### src/design/assert_macros.svh
`ifndef ASSERT_MACROS_SVH
`define ASSERT_MACROS_SVH

// concurrent check, held off while reset is asserted
`define BDT_ASSERT(lbl, clk, rst_n, prop, msg) \
    lbl: assert property (@(posedge clk) disable iff (!rst_n) prop) else $error(msg);

// concurrent check that also runs through reset
`define BDT_ASSERT_ALWAYS(lbl, clk, prop, msg) \
    lbl: assert property (@(posedge clk) prop) else $error(msg);

`endif

### src/design/bdt_pkg.sv
`timescale 1ns / 1ps

package bdt_pkg;

    // default build sizes
    localparam int NUM_TRACKERS_DEF  = 3;
    localparam int SAMPLE_BITS_DEF   = 24;
    localparam int FRACTION_BITS_DEF = 8;

    // fixed field widths
    localparam int NUM_REGS   = 3;
    localparam int INTERVAL_W = 22;
    localparam int TIME_W     = 32;
    localparam int COUNT_W    = 32;
    localparam int BLK_CNT_W  = 24;
    localparam int MEAN_W     = 32;
    localparam int CFG_IDX_W  = 2;
    localparam int TRACKER_W  = 2;
    localparam int STATUS_W   = 2;

    localparam logic [BLK_CNT_W-1:0] BLK_CNT_MAX = {BLK_CNT_W{1'b1}};
    localparam logic [COUNT_W-1:0]   COUNT_MAX   = {COUNT_W{1'b1}};

    // register indexes on the configuration channel
    localparam logic [CFG_IDX_W-1:0] REG_INTERVAL_SHORT = 2'd0;
    localparam logic [CFG_IDX_W-1:0] REG_INTERVAL_MID   = 2'd1;
    localparam logic [CFG_IDX_W-1:0] REG_INTERVAL_LONG  = 2'd2;

    localparam logic [INTERVAL_W-1:0] INTERVAL_RESET [NUM_REGS] =
        '{22'd1000, 22'd10000, 22'd60000};

    // result status codes
    typedef enum logic [STATUS_W-1:0] {
        ST_SPREAD_OK  = 2'd0,
        ST_FEW_BLOCKS = 2'd1,
        ST_NO_SAMPLES = 2'd2
    } t_status;

    // output stream layout
    localparam int OUT_TDATA_W = 4 * COUNT_W;
    localparam int OUT_TUSER_W = TRACKER_W + STATUS_W;

    // divider status towards the sequencer
    typedef struct packed {
        logic busy;
        logic done;
    } t_div_stat;

endpackage

### src/design/bdt_divider.sv
`timescale 1ns / 1ps

module bdt_divider #(
    parameter int DVD_W = bdt_pkg::SAMPLE_BITS_DEF + bdt_pkg::BLK_CNT_W
                        + bdt_pkg::FRACTION_BITS_DEF
) (
    input  logic                            i_clk,
    input  logic                            i_rst_n,
    input  logic                            i_start,
    input  logic signed [DVD_W-1:0]         i_dividend,
    input  logic [bdt_pkg::BLK_CNT_W-1:0]   i_divisor,
    output logic [bdt_pkg::MEAN_W-1:0]      o_quotient,
    output bdt_pkg::t_div_stat              o_stat
);
    import bdt_pkg::*;

    localparam int CNT_W = $clog2(DVD_W + 1);

    logic                 r_busy;
    logic                 r_done;
    logic [CNT_W-1:0]     r_cnt;
    logic [DVD_W-1:0]     r_dvd;
    logic [BLK_CNT_W-1:0] r_rem;
    logic [BLK_CNT_W-1:0] r_dvs;
    logic [MEAN_W-1:0]    r_quo;
    logic                 r_neg;

    logic [DVD_W-1:0]     w_mag;
    logic [BLK_CNT_W:0]   w_trial;
    logic [BLK_CNT_W:0]   w_sub;
    logic                 w_ge;
    logic [BLK_CNT_W-1:0] n_rem;

    // magnitude of the dividend, quotient sign restored at the end
    assign w_mag = i_dividend[DVD_W-1] ? $unsigned(~i_dividend + 1'b1) : $unsigned(i_dividend);

    // one restoring step: bring down a bit, subtract if it fits
    assign w_trial = {r_rem, r_dvd[DVD_W-1]};
    assign w_sub   = w_trial - {1'b0, r_dvs};
    assign w_ge    = (w_trial >= {1'b0, r_dvs});
    assign n_rem   = w_ge ? w_sub[BLK_CNT_W-1:0] : w_trial[BLK_CNT_W-1:0];

    always_ff @(posedge i_clk) begin
        if (!i_rst_n) begin
            r_busy <= 1'b0;
            r_done <= 1'b0;
            r_cnt  <= '0;
        end else begin
            r_done <= 1'b0;
            if (i_start && !r_busy) begin
                r_busy <= 1'b1;
                r_cnt  <= CNT_W'(DVD_W);
            end else if (r_busy) begin
                r_cnt <= r_cnt - 1'b1;
                if (r_cnt == CNT_W'(1)) begin
                    r_busy <= 1'b0;
                    r_done <= 1'b1;
                end
            end
        end
    end

    // datapath, only the low quotient bits are kept
    always_ff @(posedge i_clk) begin
        if (i_start && !r_busy) begin
            r_dvd <= w_mag;
            r_dvs <= i_divisor;
            r_neg <= i_dividend[DVD_W-1];
            r_rem <= '0;
            r_quo <= '0;
        end else if (r_busy) begin
            r_dvd <= {r_dvd[DVD_W-2:0], 1'b0};
            r_rem <= n_rem;
            r_quo <= {r_quo[MEAN_W-2:0], w_ge};
        end
    end

    assign o_quotient  = r_neg ? (~r_quo + 1'b1) : r_quo;
    assign o_stat.busy = r_busy;
    assign o_stat.done = r_done;

endmodule

### src/design/baseline_drift_tracker_top.sv
`timescale 1ns / 1ps
`include "assert_macros.svh"

// Block-mean drift tracker for timestamped load-cell samples. An input transfer carries
// op in tuser (0 sample, 1 report) and the reading and millisecond time in tdata. A sample
// visits each tracker in turn and, for every tracker whose block closes on it, waits for
// the block mean, because all block means go one quotient bit per cycle through a single
// shared serial divider. A report gives NUM_TRACKERS result transfers (one when no sample
// has been seen), each loaded into the output register as soon as that register is free.
// The input side is not ready while an item is being worked on; the last result of a
// report may still wait in the output register while the next item is taken. Interval
// registers are written through the configuration channel, which is always ready.
module baseline_drift_tracker_top #(
    parameter int NUM_TRACKERS  = bdt_pkg::NUM_TRACKERS_DEF,
    parameter int SAMPLE_BITS   = bdt_pkg::SAMPLE_BITS_DEF,
    parameter int FRACTION_BITS = bdt_pkg::FRACTION_BITS_DEF,
    localparam int IN_TDATA_W   = ((SAMPLE_BITS + bdt_pkg::TIME_W + 7) / 8) * 8
) (
    input  logic                              i_clk,
    input  logic                              i_rst_n,
    // input stream
    input  logic                              i_s_axis_tvalid,
    output logic                              o_s_axis_tready,
    input  logic [IN_TDATA_W-1:0]             i_s_axis_tdata,  // reading, time_ms, zero pad
    input  logic                              i_s_axis_tuser,  // op
    // result stream
    output logic                              o_m_axis_tvalid,
    input  logic                              i_m_axis_tready,
    output logic [bdt_pkg::OUT_TDATA_W-1:0]   o_m_axis_tdata,  // spread_q8, block_count,
                                                               // sample_count, elapsed_ms
    output logic [bdt_pkg::OUT_TUSER_W-1:0]   o_m_axis_tuser,  // tracker, status
    output logic                              o_m_axis_tlast,
    // configuration writes
    input  logic                              i_cfg_valid,
    output logic                              o_cfg_ready,
    input  logic [bdt_pkg::CFG_IDX_W-1:0]     i_cfg_index,
    input  logic [bdt_pkg::INTERVAL_W-1:0]    i_cfg_data
);
    import bdt_pkg::*;

    localparam int TRK_W = (NUM_TRACKERS > 1) ? $clog2(NUM_TRACKERS) : 1;
    localparam int SUM_W = SAMPLE_BITS + BLK_CNT_W;
    localparam int DVD_W = SUM_W + FRACTION_BITS;
    localparam logic [TRK_W-1:0] TRK_LAST = TRK_W'(NUM_TRACKERS - 1);

    typedef enum logic [3:0] {
        S_IDLE = 4'b0001,
        S_ADD  = 4'b0010,
        S_DIV  = 4'b0100,
        S_EMIT = 4'b1000
    } t_state;

    // control and item registers
    t_state                   r_state, n_state;
    logic [TRK_W-1:0]         r_trk, n_trk;
    logic                     r_nosamp;
    logic signed [SAMPLE_BITS-1:0] r_reading;
    logic [TIME_W-1:0]        r_time;

    // global tracking state
    logic                     r_started;
    logic [TIME_W-1:0]        r_cap_start;
    logic [COUNT_W-1:0]       r_samples;
    logic [INTERVAL_W-1:0]    r_interval [NUM_REGS];

    // per tracker state
    logic signed [SUM_W-1:0]  r_sum    [NUM_TRACKERS];
    logic [BLK_CNT_W-1:0]     r_cnt    [NUM_TRACKERS];
    logic [TIME_W-1:0]        r_bstart [NUM_TRACKERS];
    logic signed [MEAN_W-1:0] r_min    [NUM_TRACKERS];
    logic signed [MEAN_W-1:0] r_max    [NUM_TRACKERS];
    logic [COUNT_W-1:0]       r_blocks [NUM_TRACKERS];

    // output register
    logic                     r_out_valid;
    logic [TRACKER_W-1:0]     r_out_tracker;
    t_status                  r_out_status;
    logic [COUNT_W-1:0]       r_out_spread;
    logic [COUNT_W-1:0]       r_out_blocks;
    logic [COUNT_W-1:0]       r_out_samples;
    logic [COUNT_W-1:0]       r_out_elapsed;
    logic                     r_out_last;

    logic                     w_in_xfer;
    logic                     w_out_free;
    logic                     w_trk_last;
    logic [INTERVAL_W-1:0]    w_interval;
    logic                     w_cnt_full;
    logic signed [SUM_W-1:0]  w_sum_add;
    logic [BLK_CNT_W-1:0]     w_cnt_add;
    logic [TIME_W-1:0]        w_age;
    logic                     w_close;
    logic                     w_div_start;
    logic signed [DVD_W-1:0]  w_dividend;
    logic signed [MEAN_W-1:0] w_mean;
    t_div_stat                w_div_stat;
    logic                     w_few;

    assign o_s_axis_tready = (r_state == S_IDLE);
    assign w_in_xfer       = i_s_axis_tvalid && o_s_axis_tready;
    assign w_out_free      = !r_out_valid || i_m_axis_tready;
    assign w_trk_last      = (r_trk == TRK_LAST);
    assign o_cfg_ready     = 1'b1;

    // interval register for the current tracker, extra trackers share the last one
    always_comb begin
        w_interval = r_interval[NUM_REGS-1];
        for (int k = 0; k < NUM_REGS; k++) begin
            if (int'(r_trk) == k) w_interval = r_interval[k];
        end
    end

    // accumulate the sample and test the block age for the current tracker
    assign w_cnt_full  = (r_cnt[r_trk] == BLK_CNT_MAX);
    assign w_sum_add   = w_cnt_full ? r_sum[r_trk] : r_sum[r_trk] + SUM_W'(r_reading);
    assign w_cnt_add   = w_cnt_full ? r_cnt[r_trk] : r_cnt[r_trk] + 1'b1;
    assign w_age       = r_time - r_bstart[r_trk];
    assign w_close     = (w_age >= TIME_W'(w_interval));
    assign w_div_start = (r_state == S_ADD) && w_close;
    assign w_dividend  = DVD_W'(w_sum_add) <<< FRACTION_BITS;

    bdt_divider #(
        .DVD_W (DVD_W)
    ) u_divider (
        .i_clk      (i_clk),
        .i_rst_n    (i_rst_n),
        .i_start    (w_div_start),
        .i_dividend (w_dividend),
        .i_divisor  (w_cnt_add),
        .o_quotient (w_mean),
        .o_stat     (w_div_stat)
    );

    assign w_few = (r_blocks[r_trk] < COUNT_W'(2));

    // sequencer
    always_comb begin
        n_state = r_state;
        n_trk   = r_trk;
        case (r_state)
            S_IDLE: begin
                if (w_in_xfer) begin
                    n_trk   = '0;
                    n_state = i_s_axis_tuser ? S_EMIT : S_ADD;
                end
            end
            S_ADD: begin
                if (w_close) begin
                    n_state = S_DIV;
                end else if (w_trk_last) begin
                    n_state = S_IDLE;
                end else begin
                    n_trk = r_trk + 1'b1;
                end
            end
            S_DIV: begin
                if (w_div_stat.done) begin
                    if (w_trk_last) begin
                        n_state = S_IDLE;
                    end else begin
                        n_trk   = r_trk + 1'b1;
                        n_state = S_ADD;
                    end
                end
            end
            S_EMIT: begin
                if (w_out_free) begin
                    if (r_nosamp || w_trk_last) begin
                        n_state = S_IDLE;
                    end else begin
                        n_trk = r_trk + 1'b1;
                    end
                end
            end
            default: begin
                n_state = S_IDLE;
            end
        endcase
    end

    always_ff @(posedge i_clk) begin
        if (!i_rst_n) begin
            r_state <= S_IDLE;
            r_trk   <= '0;
        end else begin
            r_state <= n_state;
            r_trk   <= n_trk;
        end
    end

    // latch the accepted item
    always_ff @(posedge i_clk) begin
        if (w_in_xfer) begin
            r_reading <= SAMPLE_BITS'(i_s_axis_tdata[SAMPLE_BITS-1:0]);
            r_time    <= i_s_axis_tdata[SAMPLE_BITS+TIME_W-1:SAMPLE_BITS];
            r_nosamp  <= !r_started || (r_samples == '0);
        end
    end

    // configuration writes
    always_ff @(posedge i_clk) begin
        if (!i_rst_n) begin
            for (int k = 0; k < NUM_REGS; k++) r_interval[k] <= INTERVAL_RESET[k];
        end else if (i_cfg_valid) begin
            case (i_cfg_index)
                REG_INTERVAL_SHORT: r_interval[0] <= i_cfg_data;
                REG_INTERVAL_MID:   r_interval[1] <= i_cfg_data;
                REG_INTERVAL_LONG:  r_interval[2] <= i_cfg_data;
                default: ;
            endcase
        end
    end

    // capture start, sample counter and tracker state
    always_ff @(posedge i_clk) begin
        if (!i_rst_n) begin
            r_started   <= 1'b0;
            r_cap_start <= '0;
            r_samples   <= '0;
            for (int k = 0; k < NUM_TRACKERS; k++) begin
                r_sum[k]    <= '0;
                r_cnt[k]    <= '0;
                r_bstart[k] <= '0;
                r_min[k]    <= '0;
                r_max[k]    <= '0;
                r_blocks[k] <= '0;
            end
        end else begin
            // sample transfer: first one starts capture
            if (w_in_xfer && !i_s_axis_tuser) begin
                if (!r_started) begin
                    r_started   <= 1'b1;
                    r_cap_start <= i_s_axis_tdata[SAMPLE_BITS+TIME_W-1:SAMPLE_BITS];
                    for (int k = 0; k < NUM_TRACKERS; k++) begin
                        r_sum[k]    <= '0;
                        r_cnt[k]    <= '0;
                        r_bstart[k] <= i_s_axis_tdata[SAMPLE_BITS+TIME_W-1:SAMPLE_BITS];
                        r_min[k]    <= '0;
                        r_max[k]    <= '0;
                        r_blocks[k] <= '0;
                    end
                end
                if (r_samples != COUNT_MAX) r_samples <= r_samples + 1'b1;
            end

            // add sample to the current tracker
            if (r_state == S_ADD) begin
                r_sum[r_trk] <= w_sum_add;
                r_cnt[r_trk] <= w_cnt_add;
            end

            // block mean ready: update extremes and restart the block
            if (r_state == S_DIV && w_div_stat.done) begin
                if (r_blocks[r_trk] == '0) begin
                    r_min[r_trk] <= w_mean;
                    r_max[r_trk] <= w_mean;
                end else if (w_mean < r_min[r_trk]) begin
                    r_min[r_trk] <= w_mean;
                end else if (w_mean > r_max[r_trk]) begin
                    r_max[r_trk] <= w_mean;
                end
                if (r_blocks[r_trk] != COUNT_MAX) r_blocks[r_trk] <= r_blocks[r_trk] + 1'b1;
                r_sum[r_trk]    <= '0;
                r_cnt[r_trk]    <= '0;
                r_bstart[r_trk] <= r_time;
            end

            // report result taken: clear the tracker's spread
            if (r_state == S_EMIT && w_out_free && !r_nosamp) begin
                r_min[r_trk]    <= '0;
                r_max[r_trk]    <= '0;
                r_blocks[r_trk] <= '0;
            end
        end
    end

    // output register
    always_ff @(posedge i_clk) begin
        if (!i_rst_n) begin
            r_out_valid <= 1'b0;
        end else if (r_state == S_EMIT && w_out_free) begin
            r_out_valid <= 1'b1;
        end else if (i_m_axis_tready) begin
            r_out_valid <= 1'b0;
        end
    end

    always_ff @(posedge i_clk) begin
        if (r_state == S_EMIT && w_out_free) begin
            if (r_nosamp) begin
                r_out_tracker <= '0;
                r_out_status  <= ST_NO_SAMPLES;
                r_out_spread  <= '0;
                r_out_blocks  <= '0;
                r_out_samples <= '0;
                r_out_elapsed <= '0;
                r_out_last    <= 1'b1;
            end else begin
                r_out_tracker <= TRACKER_W'(r_trk);
                r_out_status  <= w_few ? ST_FEW_BLOCKS : ST_SPREAD_OK;
                r_out_spread  <= w_few ? '0 : $unsigned(r_max[r_trk] - r_min[r_trk]);
                r_out_blocks  <= r_blocks[r_trk];
                r_out_samples <= r_samples;
                r_out_elapsed <= r_time - r_cap_start;
                r_out_last    <= w_trk_last;
            end
        end
    end

    assign o_m_axis_tvalid = r_out_valid;
    assign o_m_axis_tdata  = {r_out_elapsed, r_out_samples, r_out_blocks, r_out_spread};
    assign o_m_axis_tuser  = {r_out_status, r_out_tracker};
    assign o_m_axis_tlast  = r_out_last;

    // checks
    `BDT_ASSERT(a_div_done_in_div, i_clk, i_rst_n, w_div_stat.done |-> (r_state == S_DIV), "divider finished outside division phase")
    `BDT_ASSERT(a_div_nonempty, i_clk, i_rst_n, w_div_start |-> (w_cnt_add != '0), "block mean started on an empty block")
    `BDT_ASSERT(a_emit_div_idle, i_clk, i_rst_n, (r_state == S_EMIT) |-> !w_div_stat.busy, "divider busy while reporting")

endmodule
### config.mk
export PLATFORM = sky130hd
export DESIGN_NAME = baseline_drift_tracker_top
export DESIGN_NICKNAME = d
export VERILOG_FILES = /design/src/design/bdt_pkg.sv /design/src/design/bdt_divider.sv /design/src/design/baseline_drift_tracker_top.sv
export VERILOG_INCLUDE_DIRS = /design/src /design/src/design
export SDC_FILE = /design/constraint.sdc
export NUM_CORES = 2
export LEC_CHECK = 0
export ABC_AREA = 1
export ABC_CLOCK_PERIOD_IN_PS = 11550
export BUFFER_PORTS_ARGS = -buffer_cell sky130_fd_sc_hd__buf_2
export CAP_MARGIN = 0
export CORE_ASPECT_RATIO = 0.75
export CORE_MARGIN = 2
export CORE_UTILIZATION = 55
export DETAILED_ROUTE_END_ITERATION = 16
export PLACE_DENSITY = 0.79
export SLEW_MARGIN = 25
export SYNTH_ARGS = -nofsm -noshare
export SYNTH_HDL_FRONTEND = slang
export SYNTH_HIERARCHICAL = 1
export SYNTH_SLANG_ARGS = --single-unit
### constraint.sdc
create_clock -name i_clk -period 11.55 [get_ports i_clk]
set_clock_uncertainty 0.05 [all_clocks]
set_input_delay 1.155 -clock i_clk [delete_from_list [all_inputs] [get_ports i_clk]]
set_output_delay 1.155 -clock i_clk [all_outputs]
set_load 0.03 [all_outputs]
# Word level (Yosys, flattened, before mapping)
# Memories as Yosys holds them, arrays and structs flattened. A register that Yosys moved wholly into a read port is not among the register bits.
# Index checks and enable logic that the tools add are counted.
[word_totals]
register_bits = 407
word_cells = 275
mem_bits_rw = 666
output_inout_bits = 136
in_bits = 86
memories = 7
[memory_table]
columns = ["name", "depth", "width", "rd", "rd_ports_with_merged_regs", "wr", "line", "rtl"]
rows = [
  ["r_sum", 3, 48, 1, 1, 3, "baseline_drift_tracker_top.sv:67", "logic signed [SUM_W-1:0] r_sum [NUM_TRACKERS];"],
  ["r_blocks", 3, 32, 1, 1, 3, "baseline_drift_tracker_top.sv:72", "logic [COUNT_W-1:0] r_blocks [NUM_TRACKERS];"],
  ["r_bstart", 3, 32, 1, 1, 3, "baseline_drift_tracker_top.sv:69", "logic [TIME_W-1:0] r_bstart [NUM_TRACKERS];"],
  ["r_max", 3, 32, 1, 1, 3, "baseline_drift_tracker_top.sv:71", "logic signed [MEAN_W-1:0] r_max [NUM_TRACKERS];"],
  ["r_min", 3, 32, 1, 1, 3, "baseline_drift_tracker_top.sv:70", "logic signed [MEAN_W-1:0] r_min [NUM_TRACKERS];"],
  ["r_cnt", 3, 24, 1, 1, 3, "baseline_drift_tracker_top.sv:68", "logic [BLK_CNT_W-1:0] r_cnt [NUM_TRACKERS];"],
  ["1 more memories", "-", "-", "-", "-", "-", "-", ""],
]
[classes]
magnitude_cmp = 5
addsub = 12
bitwise_logic = 33
n_reduce_logical = 35
mux = 138
n_eq_ne = 20
[op_table]
columns = ["cell", "n"]
rows = [
  ["$mux 32", 22],
  ["$mux 48", 6],
  ["$mux 24", 7],
  ["$mux 56", 3],
  ["$mux 22", 6],
  ["$reduce_or 32->1", 4],
  ["$add 32x1->32 const B", 3],
  ["$sub 32x32->32", 3],
  ["$logic_not 32->1", 2],
  ["$ne 32x32->1 const B", 2],
  ["$mux 1", 58],
  ["$add 56x1->56 const B", 1],
  ["$not 56->56", 1],
  ["$mux 2", 25],
  ["$add 48x24->48", 1],
  ["$reduce_or 48->1", 1],
  ["$ge 32x22->1", 1],
  ["$gt 32x32->1", 1],
  ["$lt 32x2->1 const B", 1],
  ["$lt 32x32->1", 1],
  ["$not 32->32", 1],
  ["$mux 4", 7],
  ["$or 1x1->1", 28],
  ["$ge 25x24->1", 1],
  ["other kinds (31)", 57],
]

# Logic depth before layout (Yosys ltp)
[depth]
word_depth = 14
mapped_depth = 41
ltp_nobuf = 32

# Hierarchy
# Netlist, hierarchy kept.
[by_module_without_submodules]
columns = ["mod", "cells_per_inst", "n_inst", "area_each_um2"]
rows = [
  ["baseline_drift_tracker_top", 6371, 1, 59180.5],
  ["bdt_divider", 1490, 1, 10092.2],
]

# Least setup slack after synthesis
# OpenSTA, ideal clock, no wires.
[synth_timing]
kind = "input to register"
start = "input port i_m_axis_tready"
end = "memory r_blocks[3][0] (enable)"
path_buffers = 2
setup_ps = 432
slack_ps = 1483
arrival_ps = 9585
cell_stages = 6
cell_sequence = "nor2_1 -> nor2_1 -> nand3_1 -> buf_2 -> buf_1 -> a21oi_1"
[synth_lines]
columns = ["element", "line", "rtl"]
rows = [
  ["from (decl)", "baseline_drift_tracker_top.sv:28", "input logic i_m_axis_tready,"],
  ["to (decl)", "baseline_drift_tracker_top.sv:72", ""],
]

==> flow_summary.json <==
{
  "path_max_fanout": 90,
  "drc_errors": 0,
  "initial_core_util_pct": 55.5,
  "grt_use_met2_pct": 43.2,
  "maxCapViolCount": 0,
  "slew_viol_final": 0,
  "grt_pass1_vias": 53300,
  "setup-violations-final": 0,
  "max_slew_margin_pct": 27.7,
  "cts_tree": "built",
  "yosys_warnings": 6,
  "io_pins": 222,
  "path_clk_slew_ns": 0.07,
  "die_w_um": 414,
  "drive_above_1_share_pct": 8.03,
  "drt_wl_total_mm": 201,
  "power.density_mw_per_mm2": 297,
  "dp_cells": 9519,
  "cts_setup_buffers": 0,
  "hp-class": "flip-flop to flip-flop",
  "cts.path.max_buffers": 3,
  "rsz0062_at_grt": "false",
  "h-tree-depth": 4,
  "finalHoldViolCount": 0,
  "ir_worst_vdd_v": 0.000176,
  "cts.sinks": 1275,
  "ff2ff_path_depth": 22,
  "ctsResizeCount": 0,
  "netlist_area_mm2": 0.0693,
  "min_delay_path_depth": 0,
  "dp_hpwl_mm": 137,
  "leakage_uw": 0.0317,
  "cts-root-buf": "clkbuf_16",
  "overflow": 0,
  "status": "finished clean",
  "r2r_setup_slack_ns": 3.87,
  "nFillCells": 10400,
  "crit_path_start_kind": "flip-flop",
  "crit_type": "flip-flop to flip-flop",
  "wl_per_cell_um": 20.6,
  "area_delta_synth_final_pct": 9.99,
  "cp.required_ns": 11.91,
  "stdcell_count": 9757,
  "ant_nets": 0,
  "antenna_found_initial": 5,
  "hold_start": "r_time[0]",
  "arrival_ns": 8.04,
  "crit_end": "u_divider/r_dvd[10]",
  "tns_ns": 0,
  "grt_pass1_wl_mm": 306,
  "met3_usage_pct": 8.10,
  "core_mm2": 0.125,
  "die_h_um": 311,
  "busiest_layer": "met1",
  "endpoint_kind": "flip-flop",
  "grt_max_degree": 113,
  "gp_congestion": 0.990,
  "cts-buffers-inserted": 130,
  "grt_use_total_pct": 30.6,
  "synth_area_per_cell_um2": 8.81,
  "port_buffers": 220,
  "via_per_inst": 5.87,
  "die-area_mm2": 0.129,
  "fin_nets": 8353,
  "worst_slew_pin_slew_ns": 1.08,
  "via_count": 57300,
  "met1_usage_pct": 46.2,
  "drt_iter0_markers": 7545,
  "max_clock_freq_mhz": 130,
  "clock_latency_ns": 0.80,
  "timing.final.crit_share_pct": 66.5,
  "first_pass_iters": 6,
  "syn_inst": 7860,
  "rows": 112,
  "rr_endpoint": "u_divider/r_dvd[10]",
  "fin_crit_ns": 7.68,
  "cts_hold_buf": 0
}
-- report_power, final --
group,internal (uW),switching (uW),leakage (uW)
Clock,2490,1900,0.00214
Combinational,3510,8780,0.0172
Sequential,5760,213,0.0124
-- through the flow --
step / hold slack, ns / setup WS [ns] / cell area [um2] / util [%] / total power (uW)
2_1_floorplan: 0.373 / 1.48 / 69300 / - / 14400
5_1_grt: 0.404 / 3.37 / 76200 / 61.1 / 24200
3_5_place_dp: 0.385 / 3.94 / 71800 / 57.5 / 17900
3_3_place_gp: 0.389 / 4.09 / 71700 / 57.5 / 17600
6_report: 0.401 / 3.87 / 76200 / 61.1 / 22600
4_1_cts: 0.400 / 3.92 / 76200 / 61.1 / 22300
-- layout by cell type, fill, tap and decap left out, drive strengths merged, types with 5 or more instances in the layout --
master and instances:
nand2 1840, nor2 1199, edfxtp 1137, inv 913
a21oi 468, o21ai 454, nand3 321, buf 291
ha 264, clkbuf 160, xor2 138, dfxtp 138
nor3 90, nand4 89, o22ai 78, a32oi 74
a32o 65, clkinv 58, xnor2 41, nor4 40
or2 36, a31oi 31, o21a 25, conb 22
a21o 16, bufinv 12, nand3b 11, o21bai 11
a211oi 11, o211ai 9, nor3b 7, a21boi 7
and2 6, clkinvlp 6, fa 5
-- worst min path at each step --
stage,endpoint,slack (ns)
2_1_floorplan,r_cap_start[0],0.37
3_3_place_gp,r_bstart[3][0],0.39
3_5_place_dp,r_bstart[3][0],0.38
4_1_cts,r_bstart[3][0],0.40
5_1_grt,r_bstart[3][0],0.40
6_report,r_bstart[3][0],0.40
-- routing by layer --
layer / up-vias / share of wire, %
li1: 26800 / -
met1: 27000 / 43
met2: 3163 / 41
met3: 336 / 13
met4: 10 / 2.3
met5: - / 0.033
-- area by class of cell --
cell class / count / area [um2] / share of cell area, %
flip-flops and latches: 1275 / 36900 / 48.4
multi-input cells: 5388 / 27700 / 36.3
inverters: 912 / 3450 / 4.52
clock inverters: 77 / 870 / 1.14
well taps: 1653 / 2070 / 2.71
clock buffers: 160 / 3550 / 4.67
diodes: 1 / 2.50 / 0.00328
repair buffers: 291 / 1650 / 2.17
-- registers in the layout, summed over array words and instances, names as in the netlist, 4 cells and up, named ones only --
register and cells:
r_sum 192, r_blocks 128, r_bstart 128, r_max 128, r_min 128, r_cnt 96
r_interval 66, u_divider/r_dvd 56, r_cap_start 32, r_out_blocks 32, r_out_elapsed 32, r_out_samples 32
r_out_spread 32, r_samples 32, r_time 32, u_divider/r_quo 32, r_reading 24, u_divider/r_dvs 24
u_divider/r_rem 24, u_divider/r_cnt 6, r_state 4
-- critical path, stage by stage (launching register included) --
cell and delay (ns):
dfxtp_4 0.64, buf_4 0.81, buf_4 0.90, nand2_1 0.11, a32o_1 0.30, ha_1 0.38, nand2_1 0.13, nor2_1 0.16
inv_1 0.08, nor2_1 0.17, and3_1 0.18, nand2_1 0.07, nand2_1 0.08, nand2_1 0.05, nand2_1 0.06, nand4_1 0.08
nor2_1 0.16, nand2_1 0.11, nand2_1 0.14, inv_1 0.17, nor2_1 0.84, clkinv_2 0.77, buf_4 0.60
(Power assumes the default switching activity.)
